## src/hw/rtl/fjik_pkg.sv

```systemverilog
// finger joint ik solver: shared types, command codes and constants
// used by the config block, controller, datapath and top level
package fjik_pkg;

    localparam int CORDIC_STEPS = 16;
    localparam logic signed [32:0] CORDIC_X0 = 33'sd652032874;
    localparam logic signed [31:0] ANG_PI = 32'sd843314857;
    localparam logic signed [31:0] ANG_HALF_PI = 32'sd421657428;

    localparam logic signed [31:0] ATAN_TAB [CORDIC_STEPS] = '{
        32'sd210828714, 32'sd124459457, 32'sd65760959, 32'sd33381290,
        32'sd16755423, 32'sd8385879, 32'sd4193963, 32'sd2097109,
        32'sd1048571, 32'sd524287, 32'sd262144, 32'sd131072,
        32'sd65536, 32'sd32768, 32'sd16384, 32'sd8192
    };

    // terms of the quaternion product that enter negated, index {component, term}
    localparam logic [15:0] TERM_NEG = 16'h428E;

    localparam logic [3:0] ROT_LAST = 4'(CORDIC_STEPS - 1);
    localparam logic [3:0] MAC_LAST = 4'd15;
    localparam logic [3:0] NORM_LAST = 4'd3;
    localparam logic [3:0] GRAD_LAST = 4'd6;

    typedef enum logic [2:0] {
        REG_STEP_GAIN   = 3'd0,
        REG_ITER_LIMIT  = 3'd1,
        REG_STOP_THRESH = 3'd2,
        REG_COUP_RATIO  = 3'd3,
        REG_COUP_WEIGHT = 3'd4,
        REG_PIP_LIMIT   = 3'd5,
        REG_DIP_LIMIT   = 3'd6
    } reg_idx_t;

    typedef struct packed {
        logic [14:0] step_gain;
        logic [3:0]  iteration_limit;
        logic [14:0] stop_threshold;
        logic [14:0] coupling_ratio;
        logic [14:0] coupling_weight;
        logic [14:0] pip_upper_limit;
        logic [14:0] dip_upper_limit;
    } cfg_t;

    typedef struct packed {
        logic signed [15:0] w;
        logic signed [15:0] x;
        logic signed [15:0] y;
        logic signed [15:0] z;
    } quat_t;

    typedef struct packed {
        quat_t              base;
        logic signed [15:0] mcp_angle;
        quat_t              tip;
    } req_t;

    typedef enum logic [3:0] {
        S_IDLE,
        S_ROT_INIT,
        S_ROT_STEP,
        S_ROT_DONE,
        S_MUL,
        S_ERR_FIX,
        S_NORM,
        S_TEST,
        S_GRAD,
        S_CHECK,
        S_OUT
    } ctrl_state_t;

    typedef enum logic [3:0] {
        OP_NONE,
        OP_LOAD,
        OP_ROT_INIT,
        OP_ROT_STEP,
        OP_ROT_DONE,
        OP_MAC,
        OP_ERR_FIX,
        OP_NORM,
        OP_GRAD,
        OP_OUT
    } dp_op_t;

    typedef enum logic [1:0] {
        MS_BASE_ROT,
        MS_REL,
        MS_ERR
    } mul_sel_t;

    typedef struct packed {
        dp_op_t     op;
        logic [3:0] idx;
        mul_sel_t   msel;
        logic       fk;
    } dp_cmd_t;

    typedef struct packed {
        logic stop;
    } dp_status_t;

endpackage

```

## src/hw/rtl/fjik_req_if.sv

```systemverilog
// request channel: valid/ready handshake with the input item payload
// depends on nothing
interface fjik_req_if;
    logic               valid;
    logic               ready;
    logic signed [15:0] base_w;
    logic signed [15:0] base_x;
    logic signed [15:0] base_y;
    logic signed [15:0] base_z;
    logic signed [15:0] mcp_angle;
    logic signed [15:0] tip_w;
    logic signed [15:0] tip_x;
    logic signed [15:0] tip_y;
    logic signed [15:0] tip_z;

    modport source (
        output valid, base_w, base_x, base_y, base_z, mcp_angle,
               tip_w, tip_x, tip_y, tip_z,
        input  ready
    );
    modport sink (
        input  valid, base_w, base_x, base_y, base_z, mcp_angle,
               tip_w, tip_x, tip_y, tip_z,
        output ready
    );
endinterface

```

## src/hw/rtl/fjik_rsp_if.sv

```systemverilog
// result channel: valid/ready handshake with the refined joint angles
// depends on nothing
interface fjik_rsp_if;
    logic        valid;
    logic        ready;
    logic [14:0] pip_angle;
    logic [14:0] dip_angle;

    modport source (output valid, pip_angle, dip_angle, input ready);
    modport sink (input valid, pip_angle, dip_angle, output ready);
endinterface

```

## src/hw/rtl/fjik_cfg.sv

```systemverilog
// apb configuration registers of the finger joint ik solver
// depends on fjik_pkg
module fjik_cfg (
    input  logic                clk,
    input  logic                rst_n,
    input  logic                psel,
    input  logic                penable,
    input  logic                pwrite,
    input  logic [4:0]          paddr,
    input  logic [31:0]         pwdata,
    output logic [31:0]         prdata,
    output logic                pready,
    output fjik_pkg::cfg_t      cfg
);

    fjik_pkg::cfg_t cfg_reg;
    fjik_pkg::cfg_t cfg_next;
    logic           wr_en;

    assign pready = 1'b1;
    assign wr_en  = psel && penable && pwrite;
    assign cfg    = cfg_reg;

    always_comb
    begin
        cfg_next = cfg_reg;
        if (wr_en)
        begin
            unique case (fjik_pkg::reg_idx_t'(paddr[4:2]))
                fjik_pkg::REG_STEP_GAIN:   cfg_next.step_gain       = pwdata[14:0];
                fjik_pkg::REG_ITER_LIMIT:  cfg_next.iteration_limit = pwdata[3:0];
                fjik_pkg::REG_STOP_THRESH: cfg_next.stop_threshold  = pwdata[14:0];
                fjik_pkg::REG_COUP_RATIO:  cfg_next.coupling_ratio  = pwdata[14:0];
                fjik_pkg::REG_COUP_WEIGHT: cfg_next.coupling_weight = pwdata[14:0];
                fjik_pkg::REG_PIP_LIMIT:   cfg_next.pip_upper_limit = pwdata[14:0];
                fjik_pkg::REG_DIP_LIMIT:   cfg_next.dip_upper_limit = pwdata[14:0];
                default: ;
            endcase
        end
    end

    always_comb
    begin
        prdata = '0;
        unique case (fjik_pkg::reg_idx_t'(paddr[4:2]))
            fjik_pkg::REG_STEP_GAIN:   prdata = {17'b0, cfg_reg.step_gain};
            fjik_pkg::REG_ITER_LIMIT:  prdata = {28'b0, cfg_reg.iteration_limit};
            fjik_pkg::REG_STOP_THRESH: prdata = {17'b0, cfg_reg.stop_threshold};
            fjik_pkg::REG_COUP_RATIO:  prdata = {17'b0, cfg_reg.coupling_ratio};
            fjik_pkg::REG_COUP_WEIGHT: prdata = {17'b0, cfg_reg.coupling_weight};
            fjik_pkg::REG_PIP_LIMIT:   prdata = {17'b0, cfg_reg.pip_upper_limit};
            fjik_pkg::REG_DIP_LIMIT:   prdata = {17'b0, cfg_reg.dip_upper_limit};
            default:                   prdata = '0;
        endcase
    end

    always_ff @(posedge clk or negedge rst_n)
    begin
        if (!rst_n)
        begin
            cfg_reg.step_gain       <= 15'd8192;
            cfg_reg.iteration_limit <= 4'd5;
            cfg_reg.stop_threshold  <= 15'd2;
            cfg_reg.coupling_ratio  <= 15'd10977;
            cfg_reg.coupling_weight <= 15'd4915;
            cfg_reg.pip_upper_limit <= 15'd14295;
            cfg_reg.dip_upper_limit <= 15'd10011;
        end
        else
        begin
            cfg_reg <= cfg_next;
        end
    end

endmodule

```

## src/hw/rtl/fjik_ctrl.sv

```systemverilog
// controller state machine: sequences rotation, products, norm test and
// gradient steps of the datapath; depends on fjik_pkg
module fjik_ctrl (
    input  logic                   clk,
    input  logic                   rst_n,
    input  logic                   in_valid,
    output logic                   in_ready,
    output logic                   out_valid,
    input  logic                   out_ready,
    input  logic [3:0]             iter_limit,
    input  fjik_pkg::dp_status_t   status,
    output fjik_pkg::dp_cmd_t      cmd
);

    fjik_pkg::ctrl_state_t state_reg, state_next;
    fjik_pkg::mul_sel_t    msel_reg, msel_next;
    logic [3:0]            cnt_reg, cnt_next;
    logic [3:0]            iter_reg, iter_next;
    logic                  phase_reg, phase_next;
    logic                  out_valid_reg, out_valid_next;
    logic                  out_free;

    assign out_free  = !out_valid_reg || out_ready;
    assign out_valid = out_valid_reg;

    always_comb
    begin
        state_next = state_reg;
        msel_next  = msel_reg;
        cnt_next   = cnt_reg;
        iter_next  = iter_reg;
        phase_next = phase_reg;
        unique case (state_reg)
            fjik_pkg::S_IDLE:
            begin
                if (in_valid)
                begin
                    state_next = fjik_pkg::S_ROT_INIT;
                    phase_next = 1'b0;
                    iter_next  = '0;
                end
            end
            fjik_pkg::S_ROT_INIT:
            begin
                state_next = fjik_pkg::S_ROT_STEP;
                cnt_next   = '0;
            end
            fjik_pkg::S_ROT_STEP:
            begin
                cnt_next = cnt_reg + 4'd1;
                if (cnt_reg == fjik_pkg::ROT_LAST)
                begin
                    state_next = fjik_pkg::S_ROT_DONE;
                end
            end
            fjik_pkg::S_ROT_DONE:
            begin
                state_next = fjik_pkg::S_MUL;
                cnt_next   = '0;
                msel_next  = phase_reg ? fjik_pkg::MS_ERR : fjik_pkg::MS_BASE_ROT;
            end
            fjik_pkg::S_MUL:
            begin
                cnt_next = cnt_reg + 4'd1;
                if (cnt_reg == fjik_pkg::MAC_LAST)
                begin
                    unique case (msel_reg)
                        fjik_pkg::MS_BASE_ROT: msel_next  = fjik_pkg::MS_REL;
                        fjik_pkg::MS_REL:      state_next = fjik_pkg::S_CHECK;
                        default:               state_next = fjik_pkg::S_ERR_FIX;
                    endcase
                end
            end
            fjik_pkg::S_ERR_FIX:
            begin
                state_next = fjik_pkg::S_NORM;
                cnt_next   = '0;
            end
            fjik_pkg::S_NORM:
            begin
                cnt_next = cnt_reg + 4'd1;
                if (cnt_reg == fjik_pkg::NORM_LAST)
                begin
                    state_next = fjik_pkg::S_TEST;
                end
            end
            fjik_pkg::S_TEST:
            begin
                cnt_next   = '0;
                state_next = status.stop ? fjik_pkg::S_OUT : fjik_pkg::S_GRAD;
            end
            fjik_pkg::S_GRAD:
            begin
                cnt_next = cnt_reg + 4'd1;
                if (cnt_reg == fjik_pkg::GRAD_LAST)
                begin
                    iter_next  = iter_reg + 4'd1;
                    state_next = fjik_pkg::S_CHECK;
                end
            end
            fjik_pkg::S_CHECK:
            begin
                if (iter_reg == iter_limit)
                begin
                    state_next = fjik_pkg::S_OUT;
                end
                else
                begin
                    state_next = fjik_pkg::S_ROT_INIT;
                    phase_next = 1'b1;
                end
            end
            fjik_pkg::S_OUT:
            begin
                if (out_free)
                begin
                    state_next = fjik_pkg::S_IDLE;
                end
            end
            default: state_next = fjik_pkg::S_IDLE;
        endcase
    end

    always_comb
    begin
        cmd.op   = fjik_pkg::OP_NONE;
        cmd.idx  = cnt_reg;
        cmd.msel = msel_reg;
        cmd.fk   = phase_reg;
        in_ready = 1'b0;
        unique case (state_reg)
            fjik_pkg::S_IDLE:
            begin
                in_ready = 1'b1;
                if (in_valid)
                begin
                    cmd.op = fjik_pkg::OP_LOAD;
                end
            end
            fjik_pkg::S_ROT_INIT: cmd.op = fjik_pkg::OP_ROT_INIT;
            fjik_pkg::S_ROT_STEP: cmd.op = fjik_pkg::OP_ROT_STEP;
            fjik_pkg::S_ROT_DONE: cmd.op = fjik_pkg::OP_ROT_DONE;
            fjik_pkg::S_MUL:      cmd.op = fjik_pkg::OP_MAC;
            fjik_pkg::S_ERR_FIX:  cmd.op = fjik_pkg::OP_ERR_FIX;
            fjik_pkg::S_NORM:     cmd.op = fjik_pkg::OP_NORM;
            fjik_pkg::S_GRAD:     cmd.op = fjik_pkg::OP_GRAD;
            fjik_pkg::S_OUT:
            begin
                if (out_free)
                begin
                    cmd.op = fjik_pkg::OP_OUT;
                end
            end
            default: cmd.op = fjik_pkg::OP_NONE;
        endcase
        out_valid_next = (out_valid_reg && !out_ready) || (cmd.op == fjik_pkg::OP_OUT);
    end

    always_ff @(posedge clk or negedge rst_n)
    begin
        if (!rst_n)
        begin
            state_reg     <= fjik_pkg::S_IDLE;
            msel_reg      <= fjik_pkg::MS_BASE_ROT;
            cnt_reg       <= '0;
            iter_reg      <= '0;
            phase_reg     <= 1'b0;
            out_valid_reg <= 1'b0;
        end
        else
        begin
            state_reg     <= state_next;
            msel_reg      <= msel_next;
            cnt_reg       <= cnt_next;
            iter_reg      <= iter_next;
            phase_reg     <= phase_next;
            out_valid_reg <= out_valid_next;
        end
    end

endmodule

```

## src/hw/rtl/fjik_dp.sv

```systemverilog
// datapath: cordic rotation, shared multiplier with accumulator, error
// norm test, gradient update and angle estimates; depends on fjik_pkg
module fjik_dp (
    input  logic                  clk,
    input  logic                  rst_n,
    input  fjik_pkg::dp_cmd_t     cmd,
    input  fjik_pkg::cfg_t        cfg,
    input  fjik_pkg::req_t        req,
    output fjik_pkg::dp_status_t  status,
    output logic [14:0]           pip_angle,
    output logic [14:0]           dip_angle
);

    function automatic logic signed [15:0] neg_sat(input logic signed [15:0] v);
        return (v == 16'sh8000) ? 16'sh7fff : -v;
    endfunction

    function automatic fjik_pkg::quat_t conj(input fjik_pkg::quat_t q);
        fjik_pkg::quat_t r;
        r.w = q.w;
        r.x = neg_sat(q.x);
        r.y = neg_sat(q.y);
        r.z = neg_sat(q.z);
        return r;
    endfunction

    function automatic logic signed [15:0] qget(input fjik_pkg::quat_t q,
                                                input logic [1:0] i);
        logic signed [15:0] v;
        case (i)
            2'd0:    v = q.w;
            2'd1:    v = q.x;
            2'd2:    v = q.y;
            default: v = q.z;
        endcase
        return v;
    endfunction

    function automatic fjik_pkg::quat_t qset(input fjik_pkg::quat_t q, input logic [1:0] i,
                                             input logic signed [15:0] v);
        fjik_pkg::quat_t r;
        r = q;
        case (i)
            2'd0:    r.w = v;
            2'd1:    r.x = v;
            2'd2:    r.y = v;
            default: r.z = v;
        endcase
        return r;
    endfunction

    function automatic logic signed [15:0] qfix(input logic signed [63:0] v);
        logic signed [63:0] r;
        r = (v + 64'sd8192) >>> 14;
        if (r > 64'sd32767)
            return 16'sh7fff;
        else if (r < -64'sd32768)
            return 16'sh8000;
        return r[15:0];
    endfunction

    function automatic logic [32:0] reduce_angle(input logic signed [31:0] z_in);
        logic signed [31:0] z;
        logic               neg;
        z   = z_in;
        neg = 1'b0;
        for (int i = 0; i < 2; i++)
        begin
            if (z > fjik_pkg::ANG_HALF_PI)
            begin
                z   = z - fjik_pkg::ANG_PI;
                neg = !neg;
            end
            else if (z < -fjik_pkg::ANG_HALF_PI)
            begin
                z   = z + fjik_pkg::ANG_PI;
                neg = !neg;
            end
        end
        return {neg, z};
    endfunction

    function automatic logic [14:0] clamp_angle(input logic signed [27:0] v,
                                                input logic [14:0] lim);
        if (v < 28'sd0)
            return 15'd0;
        else if (v > $signed({13'b0, lim}))
            return lim;
        return v[14:0];
    endfunction

    function automatic logic signed [15:0] rot_out(input logic signed [32:0] v,
                                                   input logic neg);
        logic signed [32:0] r;
        logic signed [15:0] s;
        r = (v + 33'sd32768) >>> 16;
        if (r > 33'sd16384)
            s = 16'sd16384;
        else if (r < -33'sd16384)
            s = -16'sd16384;
        else
            s = r[15:0];
        return neg ? -s : s;
    endfunction

    fjik_pkg::quat_t    base_reg, tip_reg, qres_reg, qrel_reg;
    logic signed [15:0] mcp_reg;
    logic signed [32:0] cx_reg, cy_reg;
    logic signed [31:0] cz_reg;
    logic               neg_reg;
    logic signed [15:0] rc_reg, rs_reg;
    logic signed [63:0] acc_reg;
    logic signed [31:0] ce_reg;
    logic [29:0]        kl_reg;
    logic signed [35:0] gd_reg, gp_reg;
    logic [14:0]        pip_reg, dip_reg;
    logic               stop_reg;
    logic [14:0]        opip_reg, odip_reg;

    fjik_pkg::quat_t    rot_q, a_vec, b_vec;
    logic [1:0]         comp, term;
    logic signed [35:0] mul_a;
    logic signed [17:0] mul_b;
    logic signed [53:0] prod;
    logic signed [63:0] acc_mac, nsum, gsum;
    logic signed [53:0] mac_term;
    logic [32:0]        red;
    logic signed [31:0] z_init;
    logic signed [32:0] dx, dy;
    logic signed [35:0] ey13;
    logic signed [53:0] r14, r28;
    logic signed [27:0] pip_sum, dip_sum;

    assign comp  = cmd.idx[3:2];
    assign term  = cmd.idx[1:0];
    assign rot_q = '{w: rc_reg, x: 16'sd0, y: rs_reg, z: 16'sd0};

    always_comb
    begin
        case (cmd.msel)
            fjik_pkg::MS_BASE_ROT:
            begin
                a_vec = base_reg;
                b_vec = rot_q;
            end
            fjik_pkg::MS_REL:
            begin
                a_vec = conj(qres_reg);
                b_vec = tip_reg;
            end
            default:
            begin
                a_vec = conj(rot_q);
                b_vec = qrel_reg;
            end
        endcase
    end

    // operand select for the one shared multiplier
    always_comb
    begin
        mul_a = '0;
        mul_b = '0;
        case (cmd.op)
            fjik_pkg::OP_MAC:
            begin
                mul_a = 36'(qget(a_vec, term));
                mul_b = 18'(qget(b_vec, comp ^ term));
            end
            fjik_pkg::OP_NORM:
            begin
                if (term == 2'd3)
                begin
                    mul_a = $signed({21'b0, cfg.stop_threshold});
                    mul_b = $signed({3'b0, cfg.stop_threshold});
                end
                else
                begin
                    mul_a = 36'(qget(qres_reg, 2'(term + 2'd1)));
                    mul_b = 18'(qget(qres_reg, 2'(term + 2'd1)));
                end
            end
            fjik_pkg::OP_GRAD:
            begin
                case (cmd.idx)
                    4'd0:
                    begin
                        mul_a = $signed({21'b0, pip_reg});
                        mul_b = $signed({3'b0, cfg.coupling_ratio});
                    end
                    4'd1:
                    begin
                        mul_a = $signed({21'b0, cfg.coupling_ratio});
                        mul_b = $signed({3'b0, cfg.coupling_weight});
                    end
                    4'd2:
                    begin
                        mul_a = 36'(ce_reg);
                        mul_b = $signed({3'b0, cfg.coupling_weight});
                    end
                    4'd3:
                    begin
                        mul_a = 36'(ce_reg);
                        mul_b = $signed({3'b0, kl_reg[29:15]});
                    end
                    4'd4:
                    begin
                        mul_a = 36'(ce_reg);
                        mul_b = $signed({3'b0, kl_reg[14:0]});
                    end
                    4'd5:
                    begin
                        mul_a = gp_reg;
                        mul_b = $signed({3'b0, cfg.step_gain});
                    end
                    default:
                    begin
                        mul_a = gd_reg;
                        mul_b = $signed({3'b0, cfg.step_gain});
                    end
                endcase
            end
            default: ;
        endcase
    end

    assign prod     = mul_a * mul_b;
    assign mac_term = fjik_pkg::TERM_NEG[cmd.idx] ? -prod : prod;
    assign acc_mac  = ((term == 2'd0) ? 64'sd0 : acc_reg) + 64'(mac_term);
    assign nsum     = ((term == 2'd0) ? 64'sd0 : acc_reg) + 64'(prod);
    assign gsum     = acc_reg + 64'(prod);

    assign z_init = cmd.fk ? $signed({2'b0, 16'({1'b0, pip_reg} + {1'b0, dip_reg}), 14'b0})
                           : $signed({{2{mcp_reg[15]}}, mcp_reg, 14'b0}) ;
    assign red    = reduce_angle(z_init);
    assign dx     = cy_reg >>> cmd.idx;
    assign dy     = cx_reg >>> cmd.idx;

    assign ey13    = 36'(qres_reg.y) <<< 13;
    assign r14     = (prod + 54'sd8192) >>> 14;
    assign r28     = (prod + 54'sd134217728) >>> 28;
    assign pip_sum = $signed({13'b0, pip_reg}) + 28'(r28);
    assign dip_sum = $signed({13'b0, dip_reg}) + 28'(r28);

    assign status.stop = stop_reg;
    assign pip_angle   = opip_reg;
    assign dip_angle   = odip_reg;

    always_ff @(posedge clk)
    begin
        case (cmd.op)
            fjik_pkg::OP_LOAD:
            begin
                base_reg <= req.base;
                tip_reg  <= req.tip;
                mcp_reg  <= req.mcp_angle;
            end
            fjik_pkg::OP_ROT_INIT:
            begin
                cx_reg  <= fjik_pkg::CORDIC_X0;
                cy_reg  <= '0;
                cz_reg  <= $signed(red[31:0]);
                neg_reg <= red[32];
            end
            fjik_pkg::OP_ROT_STEP:
            begin
                if (!cz_reg[31])
                begin
                    cx_reg <= cx_reg - dx;
                    cy_reg <= cy_reg + dy;
                    cz_reg <= cz_reg - fjik_pkg::ATAN_TAB[cmd.idx];
                end
                else
                begin
                    cx_reg <= cx_reg + dx;
                    cy_reg <= cy_reg - dy;
                    cz_reg <= cz_reg + fjik_pkg::ATAN_TAB[cmd.idx];
                end
            end
            fjik_pkg::OP_ROT_DONE:
            begin
                rc_reg <= rot_out(cx_reg, neg_reg);
                rs_reg <= rot_out(cy_reg, neg_reg);
            end
            fjik_pkg::OP_MAC:
            begin
                acc_reg <= acc_mac;
                if (term == 2'd3)
                begin
                    if (cmd.msel == fjik_pkg::MS_REL)
                        qrel_reg <= qset(qrel_reg, comp, qfix(acc_mac));
                    else
                        qres_reg <= qset(qres_reg, comp, qfix(acc_mac));
                end
            end
            fjik_pkg::OP_ERR_FIX:
            begin
                if (qres_reg.w < 16'sd0)
                begin
                    qres_reg.w <= neg_sat(qres_reg.w);
                    qres_reg.x <= neg_sat(qres_reg.x);
                    qres_reg.y <= neg_sat(qres_reg.y);
                    qres_reg.z <= neg_sat(qres_reg.z);
                end
            end
            fjik_pkg::OP_NORM:
            begin
                if (term == 2'd3)
                    stop_reg <= acc_reg < 64'(prod);
                else
                    acc_reg <= nsum;
            end
            fjik_pkg::OP_GRAD:
            begin
                case (cmd.idx)
                    4'd0: ce_reg <= $signed({3'b0, dip_reg, 14'b0}) - $signed(prod[31:0]);
                    4'd1: kl_reg <= prod[29:0];
                    4'd2: gd_reg <= ey13 - 36'(r14);
                    4'd3: acc_reg <= 64'(prod) <<< 15;
                    4'd4: gp_reg <= ey13 + 36'((gsum + 64'sd134217728) >>> 28);
                    default: ;
                endcase
            end
            fjik_pkg::OP_OUT:
            begin
                opip_reg <= pip_reg;
                odip_reg <= dip_reg;
            end
            default: ;
        endcase
    end

    always_ff @(posedge clk or negedge rst_n)
    begin
        if (!rst_n)
        begin
            pip_reg <= '0;
            dip_reg <= '0;
        end
        else if (cmd.op == fjik_pkg::OP_GRAD)
        begin
            if (cmd.idx == 4'd5)
                pip_reg <= clamp_angle(pip_sum, cfg.pip_upper_limit);
            else if (cmd.idx == fjik_pkg::GRAD_LAST)
                dip_reg <= clamp_angle(dip_sum, cfg.dip_upper_limit);
        end
    end

endmodule

```

## src/hw/rtl/finger_joint_ik_solver_top.sv

```systemverilog
// Finger joint ik solver. Each request runs the base rotation and products, then n
// refinement steps (n at most iteration_limit); a step that ends on the error norm
// test skips the gradient update. The work is done by the 16-step cordic and the
// single shared multiplier, which takes the 16 terms of each quaternion product and
// the norm and gradient terms one per cycle. One request is worked on at a time; the
// next is accepted while a finished result waits. Configuration is to be written over
// apb while the block is idle; the block itself does not enforce this.
// top level: joins config, controller and datapath; depends on fjik_pkg and the
// fjik_req_if / fjik_rsp_if interfaces
module finger_joint_ik_solver_top (
    input  logic          clk,
    input  logic          rst_n,
    input  logic          psel,
    input  logic          penable,
    input  logic          pwrite,
    input  logic [4:0]    paddr,
    input  logic [31:0]   pwdata,
    output logic [31:0]   prdata,
    output logic          pready,
    fjik_req_if.sink      in_ch,
    fjik_rsp_if.source    out_ch
);

    fjik_pkg::cfg_t       cfg;
    fjik_pkg::dp_cmd_t    cmd;
    fjik_pkg::dp_status_t status;
    fjik_pkg::req_t       req;

    assign req.base.w    = in_ch.base_w;
    assign req.base.x    = in_ch.base_x;
    assign req.base.y    = in_ch.base_y;
    assign req.base.z    = in_ch.base_z;
    assign req.mcp_angle = in_ch.mcp_angle;
    assign req.tip.w     = in_ch.tip_w;
    assign req.tip.x     = in_ch.tip_x;
    assign req.tip.y     = in_ch.tip_y;
    assign req.tip.z     = in_ch.tip_z;

    fjik_cfg u_cfg (
        .clk     (clk),
        .rst_n   (rst_n),
        .psel    (psel),
        .penable (penable),
        .pwrite  (pwrite),
        .paddr   (paddr),
        .pwdata  (pwdata),
        .prdata  (prdata),
        .pready  (pready),
        .cfg     (cfg)
    );

    fjik_ctrl u_ctrl (
        .clk        (clk),
        .rst_n      (rst_n),
        .in_valid   (in_ch.valid),
        .in_ready   (in_ch.ready),
        .out_valid  (out_ch.valid),
        .out_ready  (out_ch.ready),
        .iter_limit (cfg.iteration_limit),
        .status     (status),
        .cmd        (cmd)
    );

    fjik_dp u_dp (
        .clk       (clk),
        .rst_n     (rst_n),
        .cmd       (cmd),
        .cfg       (cfg),
        .req       (req),
        .status    (status),
        .pip_angle (out_ch.pip_angle),
        .dip_angle (out_ch.dip_angle)
    );

    // a request in work blocks the next one
    a_busy_after_accept: assert property (@(posedge clk) disable iff (!rst_n)
        in_ch.valid && in_ch.ready |=> !in_ch.ready)
        else $error("accepted a request while one is in work");

    // a waiting result is never overwritten
    a_no_overwrite: assert property (@(posedge clk) disable iff (!rst_n)
        cmd.op == fjik_pkg::OP_OUT |-> !out_ch.valid || out_ch.ready)
        else $error("result register loaded while a result waits");

    // inputs are captured only on an accepted request
    a_load_on_accept: assert property (@(posedge clk) disable iff (!rst_n)
        cmd.op == fjik_pkg::OP_LOAD |-> in_ch.valid && in_ch.ready)
        else $error("request captured without handshake");

endmodule
```

## src/flat_wrapper.sv

```systemverilog
// flat-port wrapper written by rule: the top's interface ports become plain ports
module finger_joint_ik_solver_top_flat 
  (clk, rst_n, psel, penable, pwrite, paddr, pwdata, prdata, pready, in_ch_valid, in_ch_base_w, in_ch_base_x, in_ch_base_y, in_ch_base_z, in_ch_mcp_angle, in_ch_tip_w, in_ch_tip_x, in_ch_tip_y, in_ch_tip_z, in_ch_ready, out_ch_valid, out_ch_pip_angle, out_ch_dip_angle, out_ch_ready);
  fjik_req_if in_ch_i ();
  fjik_rsp_if out_ch_i ();
  input  logic clk;
  input  logic rst_n;
  input  logic psel;
  input  logic penable;
  input  logic pwrite;
  input  logic [4:0] paddr;
  input  logic [31:0] pwdata;
  output logic [31:0] prdata;
  output logic pready;
  input wire logic [$bits(in_ch_i.valid)-1:0] in_ch_valid;
  input wire logic [$bits(in_ch_i.base_w)-1:0] in_ch_base_w;
  input wire logic [$bits(in_ch_i.base_x)-1:0] in_ch_base_x;
  input wire logic [$bits(in_ch_i.base_y)-1:0] in_ch_base_y;
  input wire logic [$bits(in_ch_i.base_z)-1:0] in_ch_base_z;
  input wire logic [$bits(in_ch_i.mcp_angle)-1:0] in_ch_mcp_angle;
  input wire logic [$bits(in_ch_i.tip_w)-1:0] in_ch_tip_w;
  input wire logic [$bits(in_ch_i.tip_x)-1:0] in_ch_tip_x;
  input wire logic [$bits(in_ch_i.tip_y)-1:0] in_ch_tip_y;
  input wire logic [$bits(in_ch_i.tip_z)-1:0] in_ch_tip_z;
  output wire logic [$bits(in_ch_i.ready)-1:0] in_ch_ready;
  output wire logic [$bits(out_ch_i.valid)-1:0] out_ch_valid;
  output wire logic [$bits(out_ch_i.pip_angle)-1:0] out_ch_pip_angle;
  output wire logic [$bits(out_ch_i.dip_angle)-1:0] out_ch_dip_angle;
  input wire logic [$bits(out_ch_i.ready)-1:0] out_ch_ready;
  assign in_ch_i.valid = in_ch_valid;
  assign in_ch_i.base_w = in_ch_base_w;
  assign in_ch_i.base_x = in_ch_base_x;
  assign in_ch_i.base_y = in_ch_base_y;
  assign in_ch_i.base_z = in_ch_base_z;
  assign in_ch_i.mcp_angle = in_ch_mcp_angle;
  assign in_ch_i.tip_w = in_ch_tip_w;
  assign in_ch_i.tip_x = in_ch_tip_x;
  assign in_ch_i.tip_y = in_ch_tip_y;
  assign in_ch_i.tip_z = in_ch_tip_z;
  assign in_ch_ready = in_ch_i.ready;
  assign out_ch_valid = out_ch_i.valid;
  assign out_ch_pip_angle = out_ch_i.pip_angle;
  assign out_ch_dip_angle = out_ch_i.dip_angle;
  assign out_ch_i.ready = out_ch_ready;
  finger_joint_ik_solver_top u_core (.clk(clk), .rst_n(rst_n), .psel(psel), .penable(penable), .pwrite(pwrite), .paddr(paddr), .pwdata(pwdata), .prdata(prdata), .pready(pready), .in_ch(in_ch_i), .out_ch(out_ch_i));
endmodule
```

## config.mk

```make
export PLATFORM = sky130hd
export DESIGN_NAME = finger_joint_ik_solver_top_flat
export DESIGN_NICKNAME = d
export VERILOG_FILES = /design/src/hw/rtl/fjik_pkg.sv /design/src/hw/rtl/fjik_req_if.sv /design/src/hw/rtl/fjik_rsp_if.sv /design/src/hw/rtl/fjik_cfg.sv /design/src/hw/rtl/fjik_ctrl.sv /design/src/hw/rtl/fjik_dp.sv /design/src/hw/rtl/finger_joint_ik_solver_top.sv /design/src/flat_wrapper.sv
export SDC_FILE = /design/constraint.sdc
export NUM_CORES = 2
export LEC_CHECK = 0
export ABC_CLOCK_PERIOD_IN_PS = 17300
export BUFFER_PORTS_ARGS = -buffer_cell sky130_fd_sc_hd__buf_2
export CAP_MARGIN = 20
export CORE_ASPECT_RATIO = 1.25
export CORE_UTILIZATION = 45
export CTS_BUF_LIST = sky130_fd_sc_hd__clkbuf_8 sky130_fd_sc_hd__clkbuf_16
export CTS_CLUSTER_DIAMETER = 50
export DETAILED_ROUTE_END_ITERATION = 12
export GPL_TIMING_DRIVEN = 0
export SLEW_MARGIN = 20
export SYNTH_ARGS = -nofsm -noshare
export SYNTH_HDL_FRONTEND = slang
export SYNTH_SLANG_ARGS = --single-unit
export TNS_END_PERCENT = 5
```

## constraint.sdc

```tcl
create_clock -name clk -period 17.3 [get_ports clk]
set_input_delay 1.73 -clock clk [delete_from_list [all_inputs] [get_ports clk]]
set_output_delay 1.73 -clock clk [all_outputs]
set_load 0.05 [all_outputs]
```

# After elaboration in Yosys (flattened, before gate mapping)
# Memories as Yosys holds them, arrays and structs flattened.
# Index checks and enable logic that the tools add are counted.
totals:
  output_inout_bits: 65
  mem_bits_rw: 0
  mem_bits_ro: 528
  mem_count: 2
  regBits: 772
  latchBits: 0
  inputBits: 188
  word_cells: 338
classes:
  n_addsub: 36
  order_cmp: 18
  bitwise_logic: 4
  muxes: 108
  n_reduce_logical: 55
  mul: 1
  n_eq_ne: 66
  shifts: 2
  div_mod_pow: 0
memory_table:
  columns: ["memory", "words", "word_bits", "rd", "rd_ports_with_merged_regs", "write_ports", "line_no", "rtl"]
  rows:
  - ["(name not given)", 16, 32, 1, 0, 0, "fjik_dp.sv:277", "cz_reg <= cz_reg + fjik_pkg::ATAN_TAB[cmd.idx];"]
  - ["(name not given)", 16, 1, 1, 0, 0, "fjik_dp.sv:228", "assign mac_term = fjik_pkg::TERM_NEG[cmd.idx] ? -prod : prod;"]
ops:
  columns: ["operator", "n"]
  rows:
  - ["64-bit 2-to-1 mux", 6]
  - ["64-bit one-hot mux with 2 select lines", 3]
  - ["16-bit 2-to-1 mux", 21]
  - ["32-bit 2-to-1 mux", 8]
  - ["64-bit by 54-bit adder with 64-bit output", 3]
  - ["64-bit one-hot mux with 3 select lines", 1]
  - ["16-bit one-hot mux with 3 select lines", 3]
  - ["36-bit one-hot mux with 4 select lines", 1]
  - ["33-bit one-hot mux with 2 select lines", 2]
  - ["16-bit negation", 7]
  - ["36-bit one-hot mux with 3 select lines", 1]
  - ["15-bit one-hot mux with 7 select lines", 1]
  - ["15-bit 2-to-1 mux", 6]
  - ["16-bit equality test, second input constant", 5]
  - ["33-bit by 17-bit adder with 33-bit output, second input constant", 2]
  - ["33-bit adder", 2]
  - ["33-bit 2-to-1 mux", 2]
  - ["33-bit by 4-bit >>> shifter with 33-bit output", 2]
  - ["33-bit subtractor", 2]
  - ["32-bit by 31-bit adder with 32-bit output, second input constant", 2]
  - ["64-bit by 15-bit adder with 64-bit output, second input constant", 1]
  - ["64-bit by 29-bit adder with 64-bit output, second input constant", 1]
  - ["32-bit by 30-bit > comparator with 1-bit output, second input constant", 2]
  - ["32-bit by 30-bit < comparator with 1-bit output, second input constant", 2]
  - ["69 further kinds", 204]

# Depth between registers and ports, before layout
depth:
  word_depth: 22
  ltp_mapped: 77
  ltp_nobuf: 70

# Hierarchy
# A second synthesis with hierarchy kept.
hier_totals:
  hier_cells: 10304
  hier_area_um2: 91241.3
modules_own_cells:
  columns: ["mod", "seq_area_each_um2", "instances", "area_per_inst_um2", "cells_per_inst"]
  rows:
  - ["fjik_dp", 19728.9, 1, 85365.6, 9833]
  - ["fjik_cfg", 2398.6, 1, 4591.9, 334]
  - ["fjik_ctrl", 400.4, 1, 1283.7, 137]

# Worst setup path after synthesis
# OpenSTA, ideal clock, no wires.
synth_path:
  path_type: "flip-flop to flip-flop"
  from: "reg u_core.u_ctrl.cnt_reg[0]"
  to: "reg u_core.u_dp.qres_reg, in the netlist u_core.u_dp.ey13[22], data pin"
  n_path_buf: 16
  synth_period_minus_slack_ns: 16.886
  t_required_ns: 17.037
  t_arrival_ns: 16.623
  setup_slack_ns: 0.414
  path_stages_with_launch: 65
  setup_ns: 0.263
  path_cell_list: "dfrtp_1 clkbuf_1 clkbuf_1 clkbuf_1 clkbuf_1 clkbuf_1 inv_1 ha_1 clkbuf_1 clkbuf_1 and2_0 clkbuf_1 buf_1 a22oi_1 nand3_1 nand2_1 o311a_1 clkbuf_1 [29 not listed] nor4_1 o211ai_1 and3b_1 a2111oi_2 or4b_1 buf_2 nand2b_1 or4_1 a2111oi_0 o2111ai_1 a211oi_1 nand4b_1 nor4b_2 o211ai_1 or2_4 buf_8 a221oi_4 nor2_1"
synth_via:
  elab_chain_len: 21
  word_cells_on_any_way: 50
  cone_classes: "4 x add/sub; 1 x mul; 2 x order compare; 12 x eq/ne; 23 x mux; 1 x bitwise; 6 x reduce/logical; 1 x memory"
synth_lines:
  columns: ["item", "line_no", "rtl"]
  rows:
  - ["from (decl)", "fjik_ctrl.sv:17", "logic [3:0] cnt_reg, cnt_next;"]
  - ["from (signal assigned)", "fjik_ctrl.sv:174", "cnt_reg <= cnt_next;"]
  - ["2-bit by 1-bit adder with 2-bit output", "fjik_dp.sv:179, fjik_dp.sv:180", null]
  - ["2-bit equality test, or another cell as far along", "fjik_dp.sv:30", "case (i)"]
  - ["16-bit one-hot mux with 3 select lines", "fjik_dp.sv:30", null]
  - ["36-bit 2-to-1 mux / 18-bit 2-to-1 mux (equally long branches)", "fjik_dp.sv:172", "if (term == 2'd3)"]
  - ["36-bit one-hot mux with 3 select lines / 18-bit one-hot mux with 3 select lines (equally long branches)", "fjik_dp.sv:164", "case (cmd.op)"]
  - ["36-bit by 18-bit multiplier with 54-bit output", "fjik_dp.sv:227", "assign prod = mul_a * mul_b;"]
  - ["54-bit negation", "fjik_dp.sv:228", null]
  - ["54-bit 2-to-1 mux", "fjik_dp.sv:228", null]
  - ["[5 not listed]", null, null]
  - ["1-bit 2-to-1 mux", "fjik_dp.sv:290", "if (cmd.msel == fjik_pkg::MS_REL)"]
  - ["1-bit 2-to-1 mux", "fjik_dp.sv:288", "if (term == 2'd3)"]
  - ["1-bit 2-to-1 mux", "fjik_dp.sv:251", "case (cmd.op)"]
  - ["16-bit 2-to-1 mux *", "fjik_dp.sv:59", "return r[15:0];"]
  - ["16-bit 2-to-1 mux *", "fjik_dp.sv:43", "case (i)"]
  - ["64-bit 2-to-1 mux *", "fjik_dp.sv:290", null]
  - ["64-bit 2-to-1 mux *", "fjik_dp.sv:288", null]
  - ["64-bit one-hot mux with 2 select lines *", "fjik_dp.sv:251", null]
  - ["to (signal assigned)", "fjik_dp.sv:293", "qres_reg <= qset(qres_reg, comp, qfix(acc_mac));"]
  - ["to (decl)", "fjik_dp.sv:106", "fjik_pkg::quat_t base_reg, tip_reg, qres_reg, qrel_reg;"]
# Mark *: on every way between the ends. The rest lies on a longest branch, timed or not. The select of a mux whose other input is x is not followed.
# A chain may end at the register's enable or synchronous reset.

# Worst setup path in the final report
layout_path:
  from: "reg u_core.u_ctrl.cnt_reg[1]"
  to: "reg u_core.u_dp.qres_reg[37] (netlist name), data pin"
layout_via:
  elab_chain_len: 21
  word_cells_on_any_way: 50
  cone_classes: "4 x add/sub; 1 x mul; 2 x order compare; 12 x eq/ne; 23 x mux; 1 x bitwise; 6 x reduce/logical; 1 x memory"
layout_lines:
  columns: ["item", "line_no", "rtl"]
  rows:
  - ["2-bit by 1-bit adder with 2-bit output", "fjik_dp.sv:179, fjik_dp.sv:180", null]
  - ["2-bit equality test, or another cell as far along", "fjik_dp.sv:30", null]
  - ["16-bit one-hot mux with 3 select lines", "fjik_dp.sv:30", null]
  - ["36-bit 2-to-1 mux / 18-bit 2-to-1 mux (equally long branches)", "fjik_dp.sv:172", null]
  - ["36-bit one-hot mux with 3 select lines / 18-bit one-hot mux with 3 select lines (equally long branches)", "fjik_dp.sv:164", null]
  - ["36-bit by 18-bit multiplier with 54-bit output *", "fjik_dp.sv:227", null]
  - ["net u_core.u_dp.prod[24]", "fjik_dp.sv:124", "logic signed [53:0] prod;"]
  - ["54-bit negation", "fjik_dp.sv:228", null]
  - ["[6 not listed]", null, null]
  - ["1-bit 2-to-1 mux", "fjik_dp.sv:290", null]
  - ["1-bit 2-to-1 mux", "fjik_dp.sv:288", null]
  - ["1-bit 2-to-1 mux", "fjik_dp.sv:251", null]
  - ["16-bit 2-to-1 mux *", "fjik_dp.sv:59", null]
  - ["16-bit 2-to-1 mux *", "fjik_dp.sv:43", null]
  - ["64-bit 2-to-1 mux *", "fjik_dp.sv:290", null]
  - ["64-bit 2-to-1 mux *", "fjik_dp.sv:288", null]
  - ["64-bit one-hot mux with 2 select lines *", "fjik_dp.sv:251", null]
# Mark *: on every way through the listed nets, which the timed path passes. The rest lies on a longest branch. The select of a mux whose other input is x is not followed.

==> qor.yml <==
critical_path:
  cp.required_ns: 17.86
  path_delay_family: "simple AND/OR/NAND/NOR gates"
  cp_max_fo: 13
  slowest_delay_ns: 0.63
  slowest_stage: "a221oi_4"
  setup.worst_path.start: "u_core.u_ctrl.cnt_reg[1]"
  arrival_ns: 17.91
  crit_path_start_kind: "register"
  r2r_start: "u_core.u_ctrl.cnt_reg[1]"
  critPathBufInv: 17
  crit_type: "register to register"
  worstSetupEndpointType: "register"
place:
  dp_hpwl_um: 365500
  place.gp.congestion: 1.073
  io_buffer_count: 213
  place_area_mm2: 0.09811
grt:
  antenna_found_initial: 49
  grt_max_degree: 109
  grt_pass1_vias: 85070
  grt.overflow.total: 0
  grt_first_pass_wirelength_um: 620100
  grt_use_total: 0.4254
worst_hold_path:
  worstHoldStart: "u_core.u_cfg.cfg[28]"
  holdCritPathClass: "register to register"
clocking:
  htreeDepth: 3
  clkSinkCount: 772
  numCtsBuffers: 112
  cts_tree: "built"
  clock_latency_ns: 0.86
  holdBufCountCts: 0
  path_clk_slew_ns: 0.06
  root_buffer: "clkbuf_16"
  cts_max_path_buffers: 3
floorplanning:
  die_w_um: 405.8
  io_pins: 253
  dieArea_mm2: 0.2056
  design.core.area_mm2: 0.2017
  start_util: 0.4547
  die_h_um: 506.7
  std_cell_rows: 184
synth:
  syn_area_mm2: 0.09171
  yosys_register_bits: 772
  yosysWarnings: 0
  synthArstFlopShare: 0.1813
  synth-seq-area-share: 0.2456
  ys_dominant_reg_cell: "edfxtp_1"
  syn_inst: 10410
  syn_avg_cell_area_um2: 8.812
  synth_edf_count: 632
  synth_cell_types: 123
timing:
  relSlewSlack: 0.1336
  report.final.slew_viol_count: 0
  worst_slew_pin_slew_ns: 1.300
  min_period_over_period: 1.003
  finalSetupViolCount: 25
  setup_ws_ns: -0.04884
  fin_skew_ns: 0.1015
  finalCriticalPeriod_ns: 17.35
  fmax_mhz: 57.64
  whs_ns: 0.5510
  rsz0062_at_grt: "true"
  hold_violations: 0
final_layout:
  finalNetCount: 12540
  final_util: 0.5339
  largest_reg_flops: 94
  syn2layout_area_growth_pct: 17.42
  drive_above_1_share: 0.1654
  design_area_mm2: 0.1077
detailed_routing:
  routed_wl_um: 445600
  routed_via_density: 6.348
  dr.first_iter.drc_count: 10380
  dr.pass1.iters: 9
  drc_errors: 0
  ant_nets: 0
  num_vias: 87920
  wl_per_cell_um: 32.17
outcome:
  status: "complete, but fails checks"
  violations: "setup timing"
run:
  maxCapViolations: 0
## what timing repair did
action,CTS,global route
hold endpoints to repair,0,0
setup buffers,129,98
gates cloned,0,2
resized for setup,643,396
setup endpoints to repair,292,160
pin swaps,97,141
## per-stage QoR
step / setup TNS [ns] / setup slack, ns / cells
global placement: -2450.71 / -11.51 / 13330
global route: -12.48 / -0.1936 / 13830
finish: -0.5574 / -0.04884 / 13850
floorplan: 0 / 0.4143 / 10420
CTS: 0 / 0.007292 / 13730
detailed placement: -1799.99 / -9.323 / 13420
## layout by cell type (no fill, tap or decap), types with 191 or more instances in the layout
cell type / netlist / routed
nand2_1: 1097 / 1078
xnor2_1: 466 / 420
buf_2: 19 / 236
fa_1: 624 / 614
nor2_1: 883 / 843
xor2_1: 208 / 191
a21oi_1: 653 / 598
inv_1: 1029 / 1016
ha_1: 703 / 668
o21ai_0: 489 / 444
edfxtp_1: 632 / 632
buf_4: 20 / 253
nand3_1: 204 / 194
## worst reg2reg max path, delay by kind of cell (launching register included)
family                   cells  cell delay [ns]
AO/OA/AOI/OAI               12             4.19
XOR/XNOR                     3             0.62
adder cells (fa/ha/maj)      9             3.96
buffers and inverters       17             2.65
flip-flops                   1             0.48
AND/OR/NAND/NOR             19             5.13
## logic make-up after synthesis
logic type / Yosys count / synth area share
DFF: 772 / 0.2456
adders and majority gates: 1327 / 0.2321
muxes: 302 / 0.04160
xor gates and xnor gates: 679 / 0.06532
other: 2 / 0.00008189
AOI/OAI and AO/OA: 2426 / 0.1764
and+or+nand+nor: 3370 / 0.1747
buffers and inverters: 1529 / 0.06419
## layer usage
layer | vias up | share of wire | global-route usage
met5 | - | 0.00018 | 0
met2 | 4978 | 0.44 | 0.6635
met3 | 1321 | 0.096 | 0.08461
met4 | 12 | 0.092 | 0.3189
li1 | 37910 | - | -
met1 | 43700 | 0.37 | 0.5188
## final timing paths
check,to,slack [ns],cells after the start
setup / recovery,u_core.u_dp.qres_reg[37],-0.05,60
hold / removal,u_core.u_cfg.cfg[28],0.55,2
setup reg to reg,u_core.u_dp.qres_reg[37],-0.05,60
hold reg to reg,u_core.u_cfg.cfg[28],0.55,2
max in group asynchronous,u_core.u_cfg.cfg[45],15.52,2
min in group asynchronous,u_core.u_cfg.cfg[20],0.89,1
## cell usage after synthesis, drive strengths merged, types with 50 or more instances
library cell | n | area (µm²)
nand2 | 1097 | 4118
inv | 1034 | 3884
nor2 | 883 | 3314
ha | 703 | 8796
a21oi | 654 | 3277
edfxtp | 632 | 18980
fa | 624 | 12490
o21ai | 518 | 2608
xnor2 | 469 | 4130
clkbuf | 399 | 1499
xor2 | 209 | 1838
nand3 | 204 | 1021
a21o | 192 | 1449
nor3 | 185 | 930.9
nor2b | 172 | 1076
and2 | 135 | 844.6
mux2i | 131 | 1311
and3 | 128 | 800.8
nand2b | 128 | 800.8
mux2 | 120 | 1355
a31oi | 113 | 713.2
dfrtp | 103 | 2577
a211oi | 102 | 785.8
o21a | 98 | 743.2
buf | 82 | 451.7
nand4 | 81 | 506.7
o21bai | 76 | 570.6
nor4 | 74 | 515.5
or3 | 74 | 462.9
a22oi | 62 | 465.5
o221ai | 54 | 473.0
o211ai | 52 | 390.4
mux4 | 51 | 1149
a221oi | 50 | 660.6
## layout make-up
class,instances,area (µm²)
flip-flops and latches,772,22530
diodes,29,72.57
multi-input cells,8122,66960
clock inverters,100,1122
well taps,2697,3374
fillers,18840,93990
clock buffers,113,2816
inverters,1048,4021
repair buffers,535,4289
plain buffers,434,2491
Power is left out: the tool's default activity adds up to more than one toggle a clock period on the data nets, which glitch-free logic cannot reach.
